<file path="src/rtl/e2q_pkg.sv">
// shared types, widths and constants for the euler to quaternion core
`timescale 1ns / 1ps

package e2q_pkg;

   localparam int NUM_AXES     = 3;
   localparam int AXIS_ROLL    = 0;
   localparam int AXIS_PITCH   = 1;
   localparam int AXIS_YAW     = 2;

   localparam int CORDIC_STEPS = 16;
   localparam int ATAN_ENTRIES = 24;
   localparam int NUM_CELLS    = (CORDIC_STEPS < ATAN_ENTRIES) ? CORDIC_STEPS : ATAN_ENTRIES;
   localparam int STEP_W       = $clog2(ATAN_ENTRIES);

   localparam int ANGLE_W = 16;
   localparam int QUAT_W  = 16;
   localparam int XW      = 33;   // cordic x and y, q.30
   localparam int ZW      = 34;   // cordic angle, q.30
   localparam int SC_W    = 17;   // sine and cosine, q.15
   localparam int PW      = 2 * SC_W;
   localparam int TW      = PW + SC_W;
   localparam int HALF_SHIFT = 17;

   localparam logic signed [XW-1:0] GAIN_Q30    = XW'(33'sh026DD3B6A);
   localparam logic signed [ZW-1:0] PI_Q30      = ZW'(34'sh0C90FDAA2);
   localparam logic signed [ZW-1:0] HALF_PI_Q30 = ZW'(34'sh06487ED51);
   localparam logic signed [SC_W-1:0]   ONE_Q15 = SC_W'(32768);
   localparam logic signed [QUAT_W-1:0] ONE_Q14 = QUAT_W'(16384);

   localparam logic [31:0] ATAN_Q30 [ATAN_ENTRIES] = '{
      32'h3243F6A8, 32'h1DAC6705, 32'h0FADBAFC, 32'h07F56EA6, 32'h03FEAB76, 32'h01FFD55B,
      32'h00FFFAAA, 32'h007FFF55, 32'h003FFFEA, 32'h001FFFFD, 32'h000FFFFF, 32'h0007FFFF,
      32'h0003FFFF, 32'h0001FFFF, 32'h0000FFFF, 32'h00007FFF, 32'h00003FFF, 32'h00001FFF,
      32'h00000FFF, 32'h000007FF, 32'h000003FF, 32'h000001FF, 32'h000000FF, 32'h0000007F
   };

   typedef struct packed {
      logic          flip;
      logic [ZW-1:0] z;
      logic [XW-1:0] y;
      logic [XW-1:0] x;
   } e2q_lane_type;

   typedef e2q_lane_type [NUM_AXES-1:0] e2q_lanes_type;

   // w in the lowest bits
   typedef struct packed {
      logic [QUAT_W-1:0] z;
      logic [QUAT_W-1:0] y;
      logic [QUAT_W-1:0] x;
      logic [QUAT_W-1:0] w;
   } e2q_quat_type;

   function automatic logic signed [ZW-1:0] atan_of(input logic [STEP_W-1:0] idx);
      return $signed({{(ZW-32){1'b0}}, ATAN_Q30[idx]});
   endfunction

endpackage

</file>
<file path="src/rtl/e2q_cordic_cell.sv">
// one rotation step of the cordic chain for all three axes
`timescale 1ns / 1ps

module e2q_cordic_cell (
   input  logic                        clock,
   input  logic                        reset,
   input  logic [e2q_pkg::STEP_W-1:0]  step_idx,
   input  logic                        in_valid,
   output logic                        in_ready,
   input  e2q_pkg::e2q_lanes_type      in_lanes,
   output logic                        out_valid,
   input  logic                        out_ready,
   output e2q_pkg::e2q_lanes_type      out_lanes
);
   import e2q_pkg::*;

   logic          valid_ff;
   e2q_lanes_type lanes_ff;
   e2q_lanes_type lanes_in;

   always_comb begin
      logic signed [XW-1:0] xv;
      logic signed [XW-1:0] yv;
      logic signed [ZW-1:0] zv;
      logic signed [ZW-1:0] av;
      av = atan_of(step_idx);
      for (int k = 0; k < NUM_AXES; k++) begin
         xv = $signed(in_lanes[k].x);
         yv = $signed(in_lanes[k].y);
         zv = $signed(in_lanes[k].z);
         lanes_in[k].flip = in_lanes[k].flip;
         if (zv >= 0) begin
            lanes_in[k].x = xv - (yv >>> step_idx);
            lanes_in[k].y = yv + (xv >>> step_idx);
            lanes_in[k].z = zv - av;
         end else begin
            lanes_in[k].x = xv + (yv >>> step_idx);
            lanes_in[k].y = yv - (xv >>> step_idx);
            lanes_in[k].z = zv + av;
         end
      end
   end

   assign in_ready  = !valid_ff || out_ready;
   assign out_valid = valid_ff;
   assign out_lanes = lanes_ff;

   always_ff @(posedge clock) begin
      if (reset) begin
         valid_ff <= 1'b0;
      end else if (in_ready) begin
         valid_ff <= in_valid;
      end
   end

   always_ff @(posedge clock) begin
      if (in_ready && in_valid) begin
         lanes_ff <= lanes_in;
      end
   end

endmodule

</file>
<file path="config.mk">
export PLATFORM = sky130hd
export DESIGN_NAME = e2q_cordic_cell
export DESIGN_NICKNAME = d
export VERILOG_FILES = /design/src/rtl/e2q_pkg.sv /design/src/rtl/e2q_cordic_cell.sv
export SDC_FILE = /design/constraint.sdc
export NUM_CORES = 2
export LEC_CHECK = 0
export CAP_MARGIN = 20
export CORE_MARGIN = 1
export CORE_UTILIZATION = 65
export CTS_CLUSTER_DIAMETER = 80
export CTS_CLUSTER_SIZE = 24
export DETAILED_ROUTE_END_ITERATION = 16
export DONT_BUFFER_PORTS = 1
export PLACE_DENSITY = 0.81
export SLEW_MARGIN = 20
export SYNTH_ARGS = -nofsm -noshare
export SYNTH_HDL_FRONTEND = slang
export SYNTH_SLANG_ARGS = --single-unit
</file>
<file path="constraint.sdc">
create_clock -name clock -period 15.5 [get_ports clock]
set_clock_uncertainty 0.15 [all_clocks]
set_input_delay 3.1 -clock clock [delete_from_list [all_inputs] [get_ports clock]]
set_output_delay 3.1 -clock clock [all_outputs]
set_load 0.02 [all_outputs]
</file>
Word level (Yosys, flattened, before mapping):

Memories as Yosys holds them, arrays and structs flattened.
Index checks and enable logic that the tools add are counted.

* add/sub/neg operators: 18
* $mul: 0
* div/mod/pow operators: 0
* order comparisons: 4
* eq/ne operators: 0
* shifts and indexed selects: 6
* multiplexer cells: 5
* bitwise operators: 1
* reductions and logical operators: 3

Operator list (number)
* 100-bit two-way mux: 3
* 33-bit adder: 6
* 33-bit by 5-bit >>> shifter with 33-bit output: 6
* 33-bit subtractor: 6
* 34-bit by 33-bit adder with 34-bit output: 3
* 34-bit by 1-bit >= comparator with 1-bit output (second input constant): 3
* 34-bit by 33-bit subtractor with 34-bit output: 3
* 32-bit two-way mux: 2
* 6-bit >= comparator (second input constant): 1
* 5-bit inverter with 6-bit output: 1
* 1-bit logical AND: 1
* 1-bit zero test: 1
* 1-bit logical OR: 1

* bits in registers: 304
* latch bits: 0
* memory bits (writable): 0
* ROM bits: 1024
* output and inout bits: 305
* memories kept: 1

Memory list
* (name not given): words 32, bits a word 32, read ports 1, clocked after memory_dff 0, wr ports 0, RTL line e2q_pkg.sv:56 `return $signed({{(ZW-32){1'b0}}, ATAN_Q30[idx]});`

Depth between registers and ports, before layout:

* depth in word-level cells: 6
* gate-level depth with buffers: 33
* mapped depth without buffers: 24

Worst setup path before layout:

Ideal clock, no wire load.

* path kind: input to register
* start point: in out_ready
* end point: reg lanes_ff (netlist bit out_lanes[0]) (enable)
* library setup time: 0.702 ns
* data arrival time: 10.265 ns
* required time: 14.648 ns
* slack: 4.383 ns
* stages on the path: 2
* buffers on the path: 0
* cells stage by stage: nand2b_1 > and2_1

* word-level cells in the longest chain between the ends: 2

Ends and longest elaborated chain
* from (decl): RTL line e2q_cordic_cell.sv:12 `input logic out_ready,`
* 1-bit logical OR: RTL line e2q_cordic_cell.sv:44 `assign in_ready = !valid_ff || out_ready;`
* 1-bit logical AND: RTL line e2q_cordic_cell.sv:57 `if (in_ready && in_valid) begin`
* to (signal assigned): RTL line e2q_cordic_cell.sv:58 `lanes_ff <= lanes_in;`
* to (decl): RTL line e2q_cordic_cell.sv:18 `e2q_lanes_type lanes_ff;`

No other way between the ends.
A chain may end at the register's enable or synchronous reset.

==> flow_metrics.env <==
export IMPL_fin_crit_ns=9.73
export IMPL_end_kind="register"
export IMPL_finalCritPeriodShare_pct=62.8
export IMPL_drt_wl_total_um=147000
export IMPL_layout_drive_gt1_share_pct=10.8
export IMPL_syn_nets=5089
export IMPL_critPathMaxFanout=203
export IMPL_clockRootBuffer="clkbuf_16"
export IMPL_grt_total_usage_pct=43.0
export IMPL_post_cts_setup_buffer_count=0
export IMPL_grt_overflow_total=0
export IMPL_clock_latency_ns=0.60
export IMPL_netlist_top_cells_area="edfxtp_1, mux4_2, ha_1"
export IMPL_yosys_warnings=0
export IMPL_h_tree_depth=1
export IMPL_drc=0
export IMPL_worst_pin_slew_ns=1.31
export IMPL_io_pins=617
export IMPL_vias=38100
export IMPL_design_power_total_mw=4.12
export IMPL_ant_nets=0
export IMPL_relSlewSlack_pct=12.0
export IMPL_p_sw_share_pct=43.4
export IMPL_seq_power_share_pct=36.9
export IMPL_setup_violations=0
export IMPL_power_switching_mw=1.79
export IMPL_fmax_mhz=103
export IMPL_dp_hpwl_um=112000
export IMPL_cts_buffer_depth=3
export IMPL_slew_violations=0
export IMPL_cts_made_buffers=21
export IMPL_std_cell_rows=92
export IMPL_antenna_found_initial=6
export IMPL_grt_pass1_vias=35000
export IMPL_wl_per_cell_um=28.7
export IMPL_critical_path_class="in2reg"
export IMPL_min_from="out_valid"
export IMPL_hold_viol=0
export IMPL_clkPwrFrac_pct=15.1
export IMPL_grt_util_met1_pct=54.9
export IMPL_fin_util_pct=67.3
export IMPL_dieArea_mm2=0.0658
export IMPL_comb_power_share_pct=48.0
export IMPL_hold_depth=2
export IMPL_post_cts_resized=0
export IMPL_powerDensity_mw_per_mm2=96.3
export IMPL_crit_start="step_idx[1]"
export IMPL_required_ns=15.70
export IMPL_hp_class="reg2reg"
export IMPL_die_width_um=257
export IMPL_synth_largest_area_cell="edfxtp_1"
export IMPL_rr_worst_depth=5
export IMPL_grt_max_degree=315
export IMPL_viasPerCell=7.41
export IMPL_synthCells=4459
export IMPL_fin_nets=4900
export IMPL_postCtsHoldBufs=0
export IMPL_cp_start_kind="input port"
export IMPL_drt_iter0_drc=6436
export IMPL_synth_area_per_cell_um2=9.44
export IMPL_ys_flop_type="edfxtp_1"
export IMPL_rsz0062_at_grt="no"
export IMPL_gr_usage_met2_pct=66.9
export IMPL_r2r_start="out_valid"
export IMPL_grt_pass1_wl_um=219000
export IMPL_use_met3_pct=13.1
export IMPL_cap_violations=0
export IMPL_cts_tree="yes"
export IMPL_path_clk_slew_ns=0.09
export IMPL_die_h_um=257
export IMPL_status="completed"
export IMPL_async_reset_ff_share_pct=0
export IMPL_synth_yosys_seq_area_share_pct=21.7
export IMPL_placeableCoreArea_mm2=0.0635
export IMPL_synth_edff_count=303
export IMPL_stdcell_count=5137
export IMPL_busiest_layer="met2"
export IMPL_area_growth_pct=1.60
export IMPL_setup_tns_ns=0
export IMPL_arrival_ns=9.92
export IMPL_synth_distinct_cells=106
export IMPL_placedCellCount=5093
export IMPL_start_util_pct=66.3
export IMPL_syn_area_mm2=0.0421
export IMPL_first_pass_iters=9
export IMPL_ys_ff_latch=304
export IMPL_place_congestion=1.04
export IMPL_port_buffers=0
export IMPL_fillers=5112
export IMPL_p_leak_nw=16.6
export IMPL_vdd_drop_max_uv=108
export IMPL_synth_top_area_share_pct=21.6
export IMPL_cts_sinks=304
export IMPL_internal_power_mw=2.33
## cell families after synthesis
| group | count (synthesis) | share of synthesized area, % |
|---|---|---|
| flip-flops | 304 | 21.7 |
| multiplexers | 513 | 20.4 |
| XOR/XNOR | 506 | 10.5 |
| adder cells (fa/ha/maj) | 318 | 9.61 |
| AO/OA/AOI/OAI | 1320 | 20.4 |
| AND/OR/NAND/NOR | 1134 | 13.1 |
| buffers and inverters | 364 | 4.38 |
## registers in the layout, summed over array words and instances (netlist names)
signal	cells
out_lanes	303
out_valid	1
## metrics by stage
step	hold WS [ns]	setup WS (ns)	area (um^2)
after floorplan	0.579	4.38	42100
after global placement	0.609	5.55	42000
after detailed placement	0.623	5.38	42000
after CTS	0.638	5.96	42700
after global routing	0.702	5.39	42800
final	0.636	5.77	42800
## path summary, 6_finish.rpt
kind	to	slack [ns]
worst min register to register	out_valid	0.64
worst max register to register	out_lanes[160]	11.28
worst max-delay path	out_lanes[299]	5.77
worst min-delay path	out_valid	0.64
## cells in the final DEF (no fill, tap or decap), drive strengths merged, types with 45 or more instances in the layout
cell type and instances:
a211oi 58, a21o 137, a21oi 330, a31oi 45
edfxtp 303, ha 309, inv 134, mux2 75
mux2i 177, mux4 261, nand2 384, nand2b 63
nand3 73, nor2 268, nor3 85, o211ai 45
o21a 45, o21ai 300, o31ai 47, xnor2 339
xor2 167
## critical path: stages
cell      delay, ns
inv_4          0.45
buf_4          0.81
ha_1           0.34
nand2_1        0.06
o21ai_0        0.07
a22oi_1        0.08
or2_2          0.34
inv_1          0.09
ha_1           0.18
nand3_1        0.14
or4_1          0.51
nand3_1        0.15
nand2_1        0.06
o21ai_0        0.11
ha_1           0.34
a21o_1         0.21
a21o_1         0.17
a21o_1         0.19
a221o_1        0.31
a211oi_1       0.59
a21oi_1        0.25
o41ai_1        0.50
o21ai_0        0.28
a211oi_1       0.31
xnor2_1        0.10
## cell type report
| class | instances | area, um^2 | area share, % |
|---|---|---|---|
| multi-input combinational | 3791 | 31200 | 72.9 |
| sequential | 304 | 9120 | 21.3 |
| tap | 846 | 1060 | 2.47 |
| clock buffer | 21 | 526 | 1.23 |
| inverter | 125 | 479 | 1.12 |
| timing repair buffer | 27 | 203 | 0.474 |
| clock inverter | 16 | 195 | 0.456 |
| antenna | 7 | 17.5 | 0.0410 |
## metal layers
metal  vias to the layer above  routed length [um]
met5                         -                   0
met4                         0                7910
met3                       490               19900
met2                      2742               65300
met1                     18100               54100
li1                      16800                   -
## power groups by stage
stage                     clock (mW)  sequential, mW  combinational (mW)
after detailed placement           0            1.53                1.90
final                          0.622            1.52                1.98
after floorplan                    0            1.50                1.56
after global routing           0.655            1.53                2.13
after CTS                      0.635            1.52                1.92
after global placement             0            1.53                1.88
## synth_stat cells (17+ instances only)
library cell and n:
o22ai_1 28, mux2i_1 177, mux2_2 74, a22oi_1 28, and2_1 37, o211ai_1 45, a221oi_1 17, o31ai_1 44
nor2b_1 43, buf_1 33, mux4_1 18, nand4_1 22, a211o_1 21, xnor2_1 339, a211oi_1 57, inv_1 122
o21bai_1 41, a31oi_1 45, and3_1 26, mux4_2 240, o21ai_0 293, buf_6 17, ha_1 309, edfxtp_1 303
nor3_1 81, o21a_1 45, nand2_1 384, or3_1 33, nand2b_1 62, a21boi_0 19, nor2_1 268, xor2_1 167
buf_4 21, buf_2 51, a21o_1 137, nand3_1 73, a21oi_1 328, clkbuf_1 102, or2_2 24, o41ai_1 20
Note: power is estimated with default switching activity, not from simulation.
